`src/sv/cylindrical_warp_coordinate_map_defines.svh`:
```
// Assertion macros for the cylindrical warp coordinate mapper.
// Included by the top level; no other dependencies.
`ifndef CYLINDRICAL_WARP_COORDINATE_MAP_DEFINES_SVH
`define CYLINDRICAL_WARP_COORDINATE_MAP_DEFINES_SVH
`ifndef SYNTH
`define CWCM_ASSERT_IMPLY(lbl, clk, rst, ante, cons) \
   lbl: assert property (@(posedge clk) disable iff (rst) (ante) |-> (cons)) \
      else $error("cwcm assertion failed");
`define CWCM_ASSERT_NEXT(lbl, clk, rst, ante, cons) \
   lbl: assert property (@(posedge clk) disable iff (rst) (ante) |=> (cons)) \
      else $error("cwcm assertion failed");
`else
`define CWCM_ASSERT_IMPLY(lbl, clk, rst, ante, cons)
`define CWCM_ASSERT_NEXT(lbl, clk, rst, ante, cons)
`endif
`endif

```
`src/sv/cwcm_pkg.sv`:
```
// Shared constants, types and the arctangent step table of the warp mapper.
// No dependencies.
package cwcm_pkg;

   localparam int CORDIC_WIDTH  = 32;
   localparam int CORDIC_GUARD  = 8;
   localparam int FOCAL_BITS    = 20;
   localparam int PIXEL_BITS    = 24;
   localparam int COL_BITS      = 18;
   localparam int ROW_GAIN      = 53961;
   localparam int ROW_GAIN_BITS = 16;
   localparam int CSR_DATA_BITS = 32;
   localparam int CSR_ADDR_BITS = 4;

   typedef enum logic [1:0] {
      REG_FRAME_WIDTH  = 2'd0,
      REG_FRAME_HEIGHT = 2'd1,
      REG_FOCAL_LENGTH = 2'd2
   } csr_index_type;

   typedef struct packed {
      logic signed [COL_BITS-1:0] col;
      logic [PIXEL_BITS-1:0]      pixel;
      logic                       neg;
      logic                       mag_zero;
   } cwcm_side_type;

   // atan(2^-i) in Q30, truncated
   function automatic logic [29:0] atan_step_q30(input int idx);
      logic [29:0] v;
      v = '0;
      case (idx)
         0:  v = 30'd843314856;
         1:  v = 30'd497837829;
         2:  v = 30'd263043836;
         3:  v = 30'd133525158;
         4:  v = 30'd67021686;
         5:  v = 30'd33543515;
         6:  v = 30'd16775850;
         7:  v = 30'd8388437;
         8:  v = 30'd4194282;
         9:  v = 30'd2097149;
         10: v = 30'd1048575;
         11: v = 30'd524287;
         12: v = 30'd262143;
         13: v = 30'd131071;
         14: v = 30'd65535;
         15: v = 30'd32767;
         16: v = 30'd16383;
         17: v = 30'd8191;
         18: v = 30'd4095;
         19: v = 30'd2047;
         20: v = 30'd1023;
         21: v = 30'd511;
         22: v = 30'd255;
         23: v = 30'd127;
         default: v = '0;
      endcase
      return v;
   endfunction

endpackage

```
`src/sv/cwcm_div_stage.sv`:
```
// One registered quotient bit of the restoring divider for the row.
// Depends on cwcm_pkg for the side payload type.
module cwcm_div_stage #(
   parameter int RW  = 52,
   parameter int DW  = 38,
   parameter int QB  = 14,
   parameter int BIT = 0
) (
   input  logic                    clock,
   input  logic                    adv,
   input  logic [RW-1:0]           rem_i,
   input  logic [DW-1:0]           den_i,
   input  logic [QB-1:0]           quo_i,
   input  cwcm_pkg::cwcm_side_type side_i,
   output logic [RW-1:0]           rem_o,
   output logic [DW-1:0]           den_o,
   output logic [QB-1:0]           quo_o,
   output cwcm_pkg::cwcm_side_type side_o
);
   import cwcm_pkg::*;

   logic [RW:0]    trial;
   logic [RW-1:0]  rem_in, rem_ff;
   logic [QB-1:0]  quo_in, quo_ff;
   logic [DW-1:0]  den_ff;
   cwcm_side_type  side_ff;

   assign trial = {1'b0, rem_i} - ((RW + 1)'(den_i) << BIT);

   always_comb begin
      quo_in      = quo_i;
      quo_in[BIT] = ~trial[RW];
      rem_in      = trial[RW] ? rem_i : trial[RW-1:0];
   end

   always_ff @(posedge clock) begin
      if (adv) begin
         rem_ff  <= rem_in;
         quo_ff  <= quo_in;
         den_ff  <= den_i;
         side_ff <= side_i;
      end
   end

   assign rem_o  = rem_ff;
   assign den_o  = den_ff;
   assign quo_o  = quo_ff;
   assign side_o = side_ff;

endmodule

```
`config.mk`:
```
export PLATFORM = sky130hd
export DESIGN_NAME = cwcm_div_stage
export DESIGN_NICKNAME = d
export VERILOG_FILES = /design/src/sv/cylindrical_warp_coordinate_map_defines.svh /design/src/sv/cwcm_pkg.sv /design/src/sv/cwcm_div_stage.sv
export SDC_FILE = /design/constraint.sdc
export NUM_CORES = 1
export LEC_CHECK = 0
export ABC_AREA = 1
export BUFFER_PORTS_ARGS = -buffer_cell sky130_fd_sc_hd__buf_2
export CAP_MARGIN = 20
export CORE_AREA = 2 2 140 142
export CTS_CLUSTER_DIAMETER = 150
export CTS_CLUSTER_SIZE = 20
export DETAILED_ROUTE_END_ITERATION = 10
export DIE_AREA = 0 0 142 144
export GPL_TIMING_DRIVEN = 0
export PLACE_DENSITY = 0.81
export SETUP_SLACK_MARGIN = 0.5
export SYNTH_ARGS = -nofsm -noshare
export SYNTH_HDL_FRONTEND = slang
export SYNTH_SLANG_ARGS = --single-unit
```
`constraint.sdc`:
```
create_clock -name clock -period 5.9 [get_ports clock]
set_input_delay 0.59 -clock clock [delete_from_list [all_inputs] [get_ports clock]]
set_output_delay 0.59 -clock clock [all_outputs]
set_load 0.01 [all_outputs]
```
==> results.yml <==
outcome:
  status: "finished clean"
synthesis:
  synth_area_per_cell_um2: 7.845
  ys_warn_count: 0
  syn_inst: 1179
  ys_seq_area_share_pct: 48.05
  syn_nets: 1368
  yosys.area.top_type_share_pct: 48.05
  ys_seq_elements: 148
  netlist_area_um2: 9249
  synthTopCellsByArea: "edfxtp_1 48%, nand2_1 17%, inv_1 10%"
  yosysUniqueCellTypes: 30
  synth_top_area_cell: "edfxtp_1"
clock_network:
  clock_path_buffers: 2
  path_clk_slew_ns: 0.07
  cts_resized: 0
  cts_tree: "done"
  clock_sinks: 148
  cts_inserted_buffers: 17
  post_cts_buffers: 0
  root_buffer: "clkbuf_16"
  cts_hold_buf: 0
  htree_num_levels: 4
grt:
  grt_overflow: 0
  grt_pass1_vias: 7903
  grt_usage_pct: 26.94
  met3_usage_pct: 6.093
  use_met1_pct: 33.28
  grt_max_degree: 100
  grt_pass1_wl_um: 41600
  use_met2_pct: 46.94
  antenna_found_initial: 2
  grt_most_used_layer: "met2"
drt:
  wirelength_um: 27730
  vias: 8467
  ant_nets: 0
  wl_per_cell_um: 15.86
  dr.pass1.iters: 5
  drc: 0
  vias_per_cell: 4.844
  drtIter0Drc: 515
critical_path:
  crit_path_max_fanout: 10
  cp_cell_sequence: "buf_2 > inv_1 > ha_1 > nand2_1 > inv_1 > a21oi_1 > o21ai_1 > nand2_1 > nand2_1 > nand2_1 > nand2_1 > nor2_4 > clkbuf_1 > o21ai_0"
  cpMaxStageDelayCell: "a21oi_1"
  path_class: "in2reg"
  cpLargestDelayFamily: "compound AO/OA/AOI/OAI gates"
  crit_buf_inv: 4
  worst_setup_path_end_kind: "flop"
  critPathRequiredTime_ns: 6.05
  startpoint_type: "input port"
  worst_path_most_repeated_cell: "nand2_1"
  critPathMaxStageDelay_ns: 0.43
  cp.arrival_ns: 2.89
power:
  power_frac_clock_pct: 34.9
  power.switching_mw: 0.9297
  power_density_nw_per_um2: 259.7
  p_int_mw: 2.093
  p_seq_share_pct: 43.3
  power_frac_comb_pct: 21.9
  switching_share_pct: 30.76
  ir_drop_v: 0.0001792
  power_leakage_nw: 5.941
final_layout:
  postLayoutCellArea_um2: 11640
  fin_util_pct: 60.99
  fin_nets: 1684
  drive_gt1_share_pct: 25.73
  syn2layout_area_growth_pct: 25.81
placement:
  gp_congestion: 0.9456
  place_ws_ns: 2.773
  port_buffers: 296
  dp_hpwl_um: 23040
  dpl-instance-area_um2: 11060
run:
  maxCapViolCount: 0
sta:
  hold_slack_ns: 0.3366
  relSlewSlack_pct: 66.45
  worstMarginPinSlew_ns: 0.5033
  max_freq_mhz: 365.5
  setup_viol: 0
  slew_viol_final: 0
  setup_slack_ns: 3.164
  hold_viol: 0
  layout_min_cycle_time_ns: 2.736
  rsz0062_at_grt: "false"
  timing.setup.tns_ns: 0
  min_period_over_period_pct: 46.37
die:
  io_pins: 298
  initial_core_util_pct: 48.48
  core_area_um2: 19080
  die_w_um: 142
  fp-row-count: 51
  die_h_um: 144
  dieArea_um2: 20450
hold_path:
  hold_path.class: "in2reg"
Yosys cell counts, drive strengths merged:
master and n:
fa 1, o21bai 2, nand3b 10, ha 38, nor2 104, edfxtp 148, xnor2 21, clkinv 1
nand3 55, o21ai 31, nand2 434, clkbuf 1, nor3 13, or2 1, inv 258, a21oi 39
xor2 4, nor3b 1, buf 8, nand4 9
sequential cells by signal (all words and copies together), names as in the netlist:
signal  flops
quo_o      14
side_o     44
den_o      38
rem_o      52
cells by family (layout without fill, tap and decap cells):
| kind of cell | after synthesis | in the layout | synth area share, % |
|---|---|---|---|
| and+or+nand+nor | 627 | 627 | 27.98 |
| buffers and inverters | 268 | 597 | 11.32 |
| xor gates and xnor gates | 25 | 25 | 2.367 |
| adders and majority gates | 39 | 39 | 5.357 |
| AOI/OAI and AO/OA | 72 | 72 | 4.924 |
| DFF | 148 | 148 | 48.05 |
| other | 0 | 2 | 0 |
path summary, 6_finish.rpt:
check       from  cells past startpoint                   to
min    quo_i[10]                      1  quo_o[10]$_DFFE_PP_
max    den_i[23]                     14  rem_o[11]$_DFFE_PP_
area by class of cell:
class | instances | area, um2
inverters | 259 | 972.2
diodes | 2 | 5.005
multi-input cells | 763 | 3757
well taps | 238 | 297.8
repair buffers | 297 | 1515
clock buffers | 18 | 429.2
plain buffers | 9 | 75.07
fillers | 1732 | 7443
clock inverters | 14 | 140.1
flip-flops and latches | 148 | 4444
power groups by stage:
| stage | combinational (mW) | sequential (mW) | clock (mW) |
|---|---|---|---|
| after global routing | 0.734 | 1.32 | 1.10 |
| after CTS | 0.662 | 1.31 | 1.07 |
| after floorplan | 0.313 | 1.39 | 0 |
| after global placement | 0.651 | 1.33 | 0 |
| after detailed placement | 0.659 | 1.33 | 0 |
| final | 0.662 | 1.31 | 1.05 |
cells in the final DEF, fill, tap and decap left out, types with 4 or more instances in the layout:
cell type,synthesis,final
inv_8,0,5
a21oi_1,25,25
nand2_2,11,11
edfxtp_1,148,148
clkinv_4,0,4
nor3_1,13,13
nor2_1,97,97
buf_6,5,6
nor2_2,4,4
nand3_1,53,53
nand2_1,423,423
inv_2,7,7
nand3b_1,9,9
o21ai_1,5,5
clkbuf_16,0,17
xnor2_1,21,21
o21ai_2,10,10
inv_1,251,251
nand4_1,9,9
a21oi_2,14,14
xor2_1,4,4
o21ai_0,16,16
ha_1,38,38
buf_2,3,298
per-stage QoR:
step,instances,power (mW)
5_1_grt,1748,3.154
3_5_place_dp,1714,1.990
2_1_floorplan,1179,1.706
4_1_cts,1746,3.039
3_3_place_gp,1713,1.982
6_report,1748,3.022
routing by layer:
metal  share of wire [%]  routed length [um]  vias up
li1                    -                   -     4311
met5                   0                   0        -
met1                  42               11730     3809
met2                  48               13410      309
met3                 6.9                1906       38
met4                 2.5                 689        0
(Power assumes the default switching activity.)
