--- config.mk ---
export PLATFORM = sky130hd
export DESIGN_NAME = cwcm_cordic_stage
export DESIGN_NICKNAME = d
export VERILOG_FILES = /design/src/sv/cylindrical_warp_coordinate_map_defines.svh /design/src/sv/cwcm_pkg.sv /design/src/sv/cwcm_cordic_stage.sv
export SDC_FILE = /design/constraint.sdc
export NUM_CORES = 1
export LEC_CHECK = 0
export ABC_AREA = 1
export BUFFER_PORTS_ARGS = -buffer_cell sky130_fd_sc_hd__buf_4
export CAP_MARGIN = 20
export CORE_MARGIN = 5
export CORE_UTILIZATION = 40
export DETAILED_ROUTE_END_ITERATION = 16
export GPL_ROUTABILITY_DRIVEN = 0
export PLACE_DENSITY = 0.58
export SLEW_MARGIN = 20
export SYNTH_ARGS = -nofsm -noshare
export SYNTH_HDL_FRONTEND = slang
export SYNTH_SLANG_ARGS = --single-unit
export TNS_END_PERCENT = 30
--- constraint.sdc ---
create_clock -name clock -period 2 [get_ports clock]
set_input_delay 0 -clock clock [delete_from_list [all_inputs] [get_ports clock]]
set_output_delay 0 -clock clock [all_outputs]
set_load 0.02 [all_outputs]
--- src/sv/cylindrical_warp_coordinate_map_defines.svh ---
// Assertion macros for the cylindrical warp coordinate mapper.
// Included by the top level; no other dependencies.
`ifndef CYLINDRICAL_WARP_COORDINATE_MAP_DEFINES_SVH
`define CYLINDRICAL_WARP_COORDINATE_MAP_DEFINES_SVH
`ifndef SYNTH
`define CWCM_ASSERT_IMPLY(lbl, clk, rst, ante, cons) \
   lbl: assert property (@(posedge clk) disable iff (rst) (ante) |-> (cons)) \
      else $error("cwcm assertion failed");
`define CWCM_ASSERT_NEXT(lbl, clk, rst, ante, cons) \
   lbl: assert property (@(posedge clk) disable iff (rst) (ante) |=> (cons)) \
      else $error("cwcm assertion failed");
`else
`define CWCM_ASSERT_IMPLY(lbl, clk, rst, ante, cons)
`define CWCM_ASSERT_NEXT(lbl, clk, rst, ante, cons)
`endif
`endif

--- src/sv/cwcm_pkg.sv ---
// Shared constants, types and the arctangent step table of the warp mapper.
// No dependencies.
package cwcm_pkg;

   localparam int CORDIC_WIDTH  = 32;
   localparam int CORDIC_GUARD  = 8;
   localparam int FOCAL_BITS    = 20;
   localparam int PIXEL_BITS    = 24;
   localparam int COL_BITS      = 18;
   localparam int ROW_GAIN      = 53961;
   localparam int ROW_GAIN_BITS = 16;
   localparam int CSR_DATA_BITS = 32;
   localparam int CSR_ADDR_BITS = 4;

   typedef enum logic [1:0] {
      REG_FRAME_WIDTH  = 2'd0,
      REG_FRAME_HEIGHT = 2'd1,
      REG_FOCAL_LENGTH = 2'd2
   } csr_index_type;

   typedef struct packed {
      logic signed [COL_BITS-1:0] col;
      logic [PIXEL_BITS-1:0]      pixel;
      logic                       neg;
      logic                       mag_zero;
   } cwcm_side_type;

   // atan(2^-i) in Q30, truncated
   function automatic logic [29:0] atan_step_q30(input int idx);
      logic [29:0] v;
      v = '0;
      case (idx)
         0:  v = 30'd843314856;
         1:  v = 30'd497837829;
         2:  v = 30'd263043836;
         3:  v = 30'd133525158;
         4:  v = 30'd67021686;
         5:  v = 30'd33543515;
         6:  v = 30'd16775850;
         7:  v = 30'd8388437;
         8:  v = 30'd4194282;
         9:  v = 30'd2097149;
         10: v = 30'd1048575;
         11: v = 30'd524287;
         12: v = 30'd262143;
         13: v = 30'd131071;
         14: v = 30'd65535;
         15: v = 30'd32767;
         16: v = 30'd16383;
         17: v = 30'd8191;
         18: v = 30'd4095;
         19: v = 30'd2047;
         20: v = 30'd1023;
         21: v = 30'd511;
         22: v = 30'd255;
         23: v = 30'd127;
         default: v = '0;
      endcase
      return v;
   endfunction

endpackage

--- src/sv/cwcm_cordic_stage.sv ---
// One registered iteration of the vectoring CORDIC.
// Depends on cwcm_pkg for the datapath width and the atan step table.
module cwcm_cordic_stage #(
   parameter int IDX = 0,
   parameter int AFB = 16,
   parameter int ZW  = 18
) (
   input  logic                                     clock,
   input  logic                                     adv,
   input  logic signed [cwcm_pkg::CORDIC_WIDTH-1:0] x_i,
   input  logic signed [cwcm_pkg::CORDIC_WIDTH-1:0] y_i,
   input  logic signed [ZW-1:0]                     z_i,
   output logic signed [cwcm_pkg::CORDIC_WIDTH-1:0] x_o,
   output logic signed [cwcm_pkg::CORDIC_WIDTH-1:0] y_o,
   output logic signed [ZW-1:0]                     z_o
);
   import cwcm_pkg::*;

   localparam logic signed [ZW-1:0] STEP = ZW'(atan_step_q30(IDX) >> (30 - AFB));

   logic signed [CORDIC_WIDTH-1:0] xs, ys;
   logic signed [CORDIC_WIDTH-1:0] x_in, y_in, x_ff, y_ff;
   logic signed [ZW-1:0]           z_in, z_ff;

   assign xs = x_i >>> IDX;
   assign ys = y_i >>> IDX;

   always_comb begin
      if (!y_i[CORDIC_WIDTH-1]) begin
         x_in = x_i + ys;
         y_in = y_i - xs;
         z_in = z_i + STEP;
      end else begin
         x_in = x_i - ys;
         y_in = y_i + xs;
         z_in = z_i - STEP;
      end
   end

   always_ff @(posedge clock) begin
      if (adv) begin
         x_ff <= x_in;
         y_ff <= y_in;
         z_ff <= z_in;
      end
   end

   assign x_o = x_ff;
   assign y_o = y_ff;
   assign z_o = z_ff;

endmodule

==> impl_metrics.yaml, run 1 <==
run_status:
  status: "finished, final reports clean"
worst_setup_path:
  worstPathArrival_ns: 2.03
  crit_fanout: 4
  crit_cells: 13
  cpMaxStageDelayCell: "fa_1"
  timing_worst_setup_path_type: "in -> reg"
  max_stage_delay_ns: 0.40
  cpLargestDelayFamily: "simple AND/OR/NAND/NOR gates"
  required_ns: 2.17
  startpoint_type: "input port"
  critPathBufInv: 3
  crit_chain: "buf_4, inv_1, ha_1, fa_1, inv_1, nand2_1, nand3_1, nand2_1, nand2_1, a21oi_1, nand2_1, nand2_1, o21ai_1"
  cp_common_cell: "nand2_1"
  end_kind: "flop"
detailed_routing:
  vias_per_cell: 4.92
  ant_nets: 0
  drt-initial-drc-count: 925
  wire_per_inst_um: 15.1
  vias: 11800
  route.detailed.drc: 0
  dr.pass1.iters: 5
  wirelength_um: 36100
timing:
  slew_headroom_pct: 48.6
  hold_viol_final: 0
  tightest_slew_ns: 0.771
  fin_tns_setup_ns: 0
  max_freq_ghz: 0.539
  finalSetupViolations: 0
  finalMaxSlewViolations: 0
  layout_min_cycle_time_ns: 1.86
  worst_slack_ns: 0.144
  rsz0062_at_grt: "false"
  post-route-period-util_pct: 92.8
global_routing:
  first_global_vias: 11200
  grt_pass1_wl_um: 57200
  antenna_found_initial: 0
  grt-busiest-layer: "met2"
  met2_usage_pct: 38.5
  grtUsageMet3_pct: 2.81
  grt_use_total_pct: 23.3
  overflow: 0
  grt_max_degree: 68
  grt_use_met1_pct: 32.0
synthesis:
  yosysMostFrequentCell: "nand2_1"
  synth.lib_cells_used.distinct: 39
  synth_top_cell_area_share_pct: 23.1
  synth_edf_count: 81
  ys_warn_count: 0
  yosys-top-cells-count: "nand2_1, inv_1, nand3_1, nor2_1, ha_1"
  syn_avg_cell_area_um2: 6.04
  netlist_instances: 1798
  synth.area.top_cells: "nand2_1, edfxtp_1, ha_1, inv_1, nand3_1"
  syn_nets: 1996
  postSynth.asyncResetShare_pct: 0
  synth-seq-area-share_pct: 22.4
  synth_ff_type: "edfxtp_1"
  ys_ff_latch: 81
  yosys.area.top_type: "nand2_1"
  syn-cell-area_mm2: 0.0109
die:
  start_util_pct: 40.4
  die-area_mm2: 0.0305
  fp.dieW_um: 175
  coreArea_mm2: 0.0269
  io_pins: 166
  fp-row-count: 60
  fp.dieH_um: 175
placed_design:
  pre_cts_slack_ns: -0.150
  hpwl_um: 30400
  port_buffers: 165
  place_inst: 2372
power_and_ir_drop:
  ir_drop_uv: 374
  clkPwrFrac_pct: 22.3
  powerDensity_mw_per_mm2: 573
  seqPwrFrac_pct: 29.7
  p_leak_uw: 0.00765
  p_sw_uw: 3120
  power.internal_uw: 4560
  p_comb_share_pct: 48.0
  switching_share_pct: 40.6
clock_network:
  htreeDepth: 3
  cts_resized: 0
  root_buffer: "clkbuf_16"
  hold_buffers: 1
  cts_setup_buffers: 0
  cts_made_buffers: 9
  clock-sinks: 81
  clk_pin_slew_ns: 0.07
  clk_path_buf_depth: 2
  cts_tree: "done"
flow_run:
  drv_cap: 0
cells_and_area:
  drive_above_1_share_pct: 15.5
  n_antenna_cell: 0
  layout.cells.non_filler: 2389
  fillers: 2781
  syn2layout_area_growth_pct: 23.4
  nets: 2241
min_path:
  whs_endpoint: "z_o[0]$_DFFE_PP_"
  hold_start: "z_i[0]"
  holdPathStages: 2
  worstHoldPathType: "in -> reg"
## logic make-up after synthesis
| logic type | count (synthesis) | share of synthesized area (%) |
|---|---|---|
| AOI/OAI and AO/OA | 161 | 8.07 |
| xor gates and xnor gates | 35 | 2.82 |
| adders and majority gates | 114 | 13.4 |
| buffers and inverters | 398 | 14.8 |
| DFF | 81 | 22.4 |
| and+or+nand+nor | 1009 | 38.5 |
## area by class of cell
| class | count | area (um^2) | area share [%] |
|---|---|---|---|
| clock inverters | 5 | 55.1 | 0.411 |
| inverters | 356 | 1340 | 9.97 |
| clock buffers | 11 | 233 | 1.74 |
| multi-input cells | 1319 | 6820 | 50.9 |
| well taps | 341 | 427 | 3.18 |
| repair buffers | 276 | 2100 | 15.7 |
| flip-flops and latches | 81 | 2430 | 18.1 |
## layer usage
layer | wire length (um) | vias to the layer above
met1 | 16900 | 5249
met5 | 0 | -
li1 | - | 6070
met4 | 888 | 0
met2 | 16100 | 383
met3 | 2160 | 51
## power by group through the flow
stage / combinational [uW] / clock, uW / sequential [uW]
final: 3690 / 1710 / 2280
after global routing: 4080 / 1820 / 2310
after detailed placement: 3650 / 0 / 2320
after global placement: 3630 / 0 / 2320
after floorplan: 1900 / 0 / 2620
after CTS: 3670 / 1770 / 2290
## how the worst max path moves through the flow
stage | startpoint | end | slack [ns]
floorplan | y_i[31] | z_o[12]$_DFFE_PP_ | -0.03
global placement | x_i[0] | x_o[16]$_DFFE_PP_ | -0.15
detailed placement | x_i[0] | x_o[16]$_DFFE_PP_ | -0.15
CTS | x_i[0] | x_o[16]$_DFFE_PP_ | 0.24
global route | x_i[18] | x_o[31]$_DFFE_PP_ | 0.05
finish | y_i[0] | y_o[16]$_DFFE_PP_ | 0.14
## flip-flops by register name, summed over array words and instances (netlist names)
name,cells
y_o,32
x_o,31
z_o,18
## placed cells by master, fill, tap and decap left out, types with 2 or more instances in the layout
master / synthesis / routed
clkbuf_16: 0 / 9
xnor2_1: 4 / 4
nor3_1: 9 / 9
o21ai_0: 44 / 42
nand3b_1: 4 / 4
o22ai_1: 4 / 4
o21bai_1: 10 / 10
nand3_1: 159 / 159
a21o_1: 2 / 2
edfxtp_1: 81 / 81
inv_2: 1 / 2
o31ai_1: 4 / 4
nor2_2: 9 / 9
nor2_1: 119 / 119
o21ai_1: 2 / 4
inv_1: 355 / 354
clkbuf_1: 4 / 2
fa_1: 4 / 4
nand3_2: 4 / 4
clkinv_1: 0 / 2
buf_4: 17 / 273
buf_12: 0 / 2
nand2_2: 7 / 7
ha_1: 110 / 110
nand4_1: 22 / 22
a21oi_1: 83 / 82
a31oi_1: 5 / 5
xor2_1: 31 / 31
o21a_1: 5 / 5
nand2_1: 667 / 667
nor2_4: 2 / 2
and2_1: 2 / 2
nand3b_2: 2 / 2
## metrics by stage
stage | utilization, % | instance area, um^2 | hold WS, ns | total power [uW]
5_1_grt | 49.9 | 13400 | 0.0192 | 8210
6_report | 49.9 | 13400 | 0.0168 | 7680
4_1_cts | 49.9 | 13400 | 0.00301 | 7730
2_1_floorplan | - | 10900 | 0.112 | 4520
3_5_place_dp | 48.8 | 13100 | 0.327 | 5970
3_3_place_gp | 48.8 | 13100 | 0.320 | 5950
Note: power is estimated with default switching activity, not from simulation.
==> run 2, diff against run 1 <==
- CORE_UTILIZATION: 40 -> 45
- PLACE_DENSITY: 0.58 -> 0.64
==> run 2 against run 1 <==
Routed wire length is 3.0% lower. Sequential power is essentially flat. Via count up 0.82%. Critical path type unchanged. Critical path depth fell by 3. Sequential share of layout area fell by 0.086 points. First-iteration DRC count increased by 4.3%. Power shrank 1.4%. Worst hold slack gained 0.032 ns. Largest power group unchanged. Fmax grew 0.33%.
==> impl_metrics.yaml, run 2 (same netlist as run 1, synthesis figures left out) <==
min_path:
  worstHoldPathType: "in -> reg"
timing:
  post-route-period-util_pct: 92.5
  finalMaxSlewViolations: 0
  max_freq_ghz: 0.540
  tightest_slew_ns: 0.747
  layout_min_cycle_time_ns: 1.85
  finalSetupViolations: 0
  slew_headroom_pct: 50.2
  hold_viol_final: 0
  rsz0062_at_grt: "false"
global_routing:
  grt_use_total_pct: 25.3
  overflow: 0
  grt_max_degree: 62
  antenna_found_initial: 0
  grt_pass1_wl_um: 54400
  first_global_vias: 11200
cells_and_area:
  largest_reg_flops: 32
  n_antenna_cell: 0
  stdcell_area_mm2: 0.0135
  final_common_cell: "nand2_1"
  nets: 2259
  fin_util_pct: 57.0
  syn2layout_area_growth_pct: 24.0
  drive_above_1_share_pct: 16.2
  mostFrequentLayoutCells: "nand2_1, inv_1, buf_4"
power_and_ir_drop:
  p_comb_share_pct: 49.3
  ir_drop_uv: 334
  clkPwrFrac_pct: 20.7
  switching_share_pct: 41.2
  seqPwrFrac_pct: 30.1
  p_total_uw: 7580
  powerDensity_mw_per_mm2: 563
  power.internal_uw: 4460
  p_leak_uw: 0.00772
  p_sw_uw: 3120
worst_setup_path:
  max_stage_delay_ns: 0.53
  critPathBufInv: 3
  worstPathArrival_ns: 1.96
  crit_fanout: 4
  required_ns: 2.11
  crit_chain: "dlygate4sd3_1, buf_4, inv_1, fa_1, o21ai_2, a21oi_2, o21ai_2, nand3_1, nand3_1, nand2_1"
  timing_worst_setup_path_type: "in -> reg"
  startpoint_type: "input port"
  cpMaxStageDelayCell: "dlygate4sd3_1"
  cpLargestDelayFamily: "buffers and inverters"
  end_kind: "flop"
detailed_routing:
  vias: 11800
  vias_per_cell: 4.97
  wirelength_um: 35000
  ant_nets: 0
  dr.pass1.iters: 8
  route.detailed.drc: 0
  drt-initial-drc-count: 965
  wire_per_inst_um: 14.7
run_status:
  status: "finished, final reports clean"
die:
  fp.dieW_um: 165
  die-area_mm2: 0.0273
  fp.dieH_um: 165
  io_pins: 166
  fp-row-count: 56
  start_util_pct: 46.0
  coreArea_mm2: 0.0236
clock_network:
  cts_made_buffers: 9
  root_buffer: "clkbuf_16"
  clock-sinks: 81
  clk_path_buf_depth: 2
  htreeDepth: 3
  clk_pin_slew_ns: 0.06
  cts_tree: "done"
flow_run:
  drv_cap: 0
placed_design:
  hpwl_um: 29200
  port_buffers: 165
  place_area_mm2: 0.0132
==> run 2: final timing paths <==
path | end | depth (start not counted) | startpoint | slack [ns]
min | y_o[0]$_DFFE_PP_ | 3 | y_i[0] | 0.05
max | z_o[16]$_DFFE_PP_ | 10 | z_i[0] | 0.15
==> run 2: timing repair <==
item,in CTS,in global routing
hold buffers,2,0
setup endpoints to repair,0,2
setup buffers,0,0
resized for setup,0,1
endpoints found under the hold margin,3,0
==> run 2: per-stage QoR <==
stage	setup slack [ns]	hold slack, ns	std cells	setup TNS [ns]
after floorplan	-0.0269	0.112	1798	-0.0513
after global placement	-0.143	0.318	2367	-0.760
after detailed placement	-0.108	0.321	2367	-1.18
after CTS	0.0864	0.0382	2382	0
after global routing	0.0484	0.0529	2382	0
final	0.150	0.0491	2382	0
==> run 2: area by class of cell <==
class                      instances  area (um^2)
tap                              319          399
inverter                         356         1340
clock buffer                      10          229
timing repair buffer             294         2220
clock inverter                     3         21.3
fill                            2372        10100
sequential                        81         2430
multi-input combinational       1319         6830
==> run 2: power by group through the flow <==
| stage | clock (uW) | combinational, uW | sequential (uW) |
|---|---|---|---|
| global route | 1670 | 4100 | 2300 |
| finish | 1570 | 3730 | 2280 |
| detailed placement | 0 | 3680 | 2310 |
| CTS | 1600 | 3700 | 2280 |
| global placement | 0 | 3640 | 2310 |
| floorplan | 0 | 1900 | 2620 |
==> run 2: layer usage <==
layer | global-route usage (%) | wire [um]
met2 | 40.2 | 15100
met5 | 0 | 0
met4 | 10.4 | 1360
met3 | 3.45 | 2560
met1 | 34.7 | 16000
==> run 3, diff against run 2 <==
- BUFFER_PORTS_ARGS: -buffer_cell sky130_fd_sc_hd__buf_4 -> default
- CELL_PAD_IN_SITES_DETAIL_PLACEMENT: default -> 2
- CELL_PAD_IN_SITES_GLOBAL_PLACEMENT: default -> 2
- CORE_UTILIZATION: 45 -> 35
- DONT_BUFFER_PORTS: default -> 1
- PLACE_DENSITY: 0.64 -> 0.79
- clock period: 2 -> 1.8 ns (I/O delays scaled with it)
==> run 3 against run 2 <==
The run now ends with hold timing, setup timing left. Die area grew 27%. Core utilization shrank 15 points. Final cell count shrank 1.8%. Sequential share of layout area grew 0.84 points. Non-clock buffer count shrank 124. Setup slack lost 0.22 ns. Sequential cell count is the same. Routed wire length grew 43%. Global-route usage grew 3.1 points. Worst hold slack lost 0.31 ns. Count of clock-buffer cells in the layout shrank 1. First-iteration DRC count shrank 42%. Critical endpoint is now z_o[15]$_DFFE_PP_.
==> impl_metrics.yaml, run 3 (same netlist as run 1, synthesis figures left out) <==
cells_and_area:
  layout.cells.non_filler: 2338
  nets: 2135
  drive_above_1_share_pct: 11.9
  n_antenna_cell: 0
  syn2layout_area_growth_pct: 18.5
  mostFrequentLayoutCells: "nand2_1, inv_1, buf_4"
  fillers: 3925
  largest_reg_flops: 32
  stdcell_area_mm2: 0.0129
  area.sequential_mm2: 0.00243
  multi_input_area_mm2: 0.00694
  final_common_cell: "nand2_1"
clock_network:
  hold_buffers: 7
  cts_made_buffers: 9
  cts_tree: "done"
  clock-sinks: 81
  htreeDepth: 3
  clk_pin_slew_ns: 0.08
  root_buffer: "clkbuf_16"
  clk_path_buf_depth: 2
detailed_routing:
  ant_nets: 0
  vias: 12300
  wire_per_inst_um: 21.4
  vias_per_cell: 5.25
  route.detailed.drc: 0
  drt-initial-drc-count: 562
  wirelength_um: 50100
  dr.pass1.iters: 4
power_and_ir_drop:
  p_leak_uw: 0.00718
  p_total_uw: 9040
  powerDensity_mw_per_mm2: 702
  ir_drop_uv: 472
timing:
  slew_headroom_pct: 47.8
  fin_tns_setup_ns: -0.112
  hold_viol_final: 81
  layout_min_cycle_time_ns: 1.87
  finalSetupViolations: 2
  whs_ns: -0.264
  worst_slack_ns: -0.0677
  finalMaxSlewViolations: 0
  tightest_slew_ns: 0.784
  max_freq_ghz: 0.535
  post-route-period-util_pct: 104
placed_design:
  port_buffers: 0
  place_area_mm2: 0.0123
  hpwl_um: 40800
  place_inst: 2314
global_routing:
  antenna_found_initial: 0
  grt_pass1_wl_um: 76500
  overflow: 0
  grt_use_total_pct: 28.4
  first_global_vias: 13800
  grt_max_degree: 82
die:
  fp.dieW_um: 186
  fp.dieH_um: 186
  io_pins: 166
  fp-row-count: 64
  die-area_mm2: 0.0346
  coreArea_mm2: 0.0306
  start_util_pct: 35.5
worst_setup_path:
  startpoint_type: "input port"
  crit_fanout: 5
  max_stage_delay_ns: 0.59
  worstPathArrival_ns: 1.99
  end_kind: "flop"
  cp_common_cell: "nand2_1"
  required_ns: 1.93
  cpMaxStageDelayCell: "dlygate4sd3_1"
  crit_chain: "dlygate4sd3_1, ha_4, a21oi_2, nand2_1, a21boi_2, o21ai_1, nand3_1, nand2_1, nand2_1, nand2_1"
  timing_worst_setup_path_type: "in -> reg"
flow_run:
  drv_cap: 0
min_path:
  holdPathStages: 0
  worstHoldPathType: "in -> reg"
  hold_start: "adv"
  whs_endpoint: "x_o[16]$_DFFE_PP_"
run_status:
  violations: "hold timing, setup timing"
  status: "finished, violations left"
[run 3: changes by cell type in the layout (fill, tap and decap cells not counted), sizes merged]
cell         delta
buf           -128
bufinv          +3
clkbuf          -1
clkinv          -2
clkinvlp        -1
dlygate4sd3     +4
inv             +4
[run 3: area by class of cell]
cell class                 count  share of cell area [%]
multi-input combinational   1319                    53.9
sequential                    81                    18.9
inverter                     356                    10.4
timing repair buffer         170                    10.2
tap                          396                    3.85
clock buffer                   9                    1.75
clock inverter                 7                    1.01
[run 3: per-layer routing]
layer  up-vias  wire [um]  track usage [%]
li1       5846          -                -
met1      6019      21200             34.0
met2       315      25000             51.9
met3        88       2180             3.89
met4         0       1690             9.88
met5         -          0                0
[run 3: how the worst max path moves through the flow]
stage / from / to / slack [ns] / depth (start not counted)
floorplan: y_i[31] / z_o[12]$_DFFE_PP_ / 0.0006 / 15
global placement: x_i[0] / x_o[16]$_DFFE_PP_ / -0.18 / 13
detailed placement: x_i[0] / x_o[24]$_DFFE_PP_ / -0.31 / 13
CTS: z_i[2] / z_o[17]$_DFFE_PP_ / 0.007 / 10
global route: z_i[2] / z_o[15]$_DFFE_PP_ / -0.09 / 10
finish: z_i[2] / z_o[15]$_DFFE_PP_ / -0.07 / 10
[run 3: stage by stage]
step / worst slack (ns) / util [%]
floorplan: 0.000628 / -
global placement: -0.176 / 40.3
detailed placement: -0.305 / 40.3
CTS: 0.00707 / 41.8
global route: -0.0907 / 42.1
finish: -0.0677 / 42.1
[run 3: critical path, delay by kind of cell]
kind	cells	cell delay (ns)
simple gates	5	0.50
fa+ha+maj	1	0.26
compound gates	3	0.64
buf+inv	1	0.59
[run 3: repair_timing]
item                                   4_1_cts  5_1_grt
setup endpoints to repair                    0       25
endpoints found under the hold margin      133       81
buffers inserted                             0        1
resized for setup                            0       24
[run 3: report_power, final]
part	switching (uW)	leakage, uW	total (uW)	internal, uW
clock network	1010	0.000174	2400	1390
registers	486	0.000791	2950	2460
logic	2390	0.00622	3690	1300
total	3880	0.00718	9040	5160
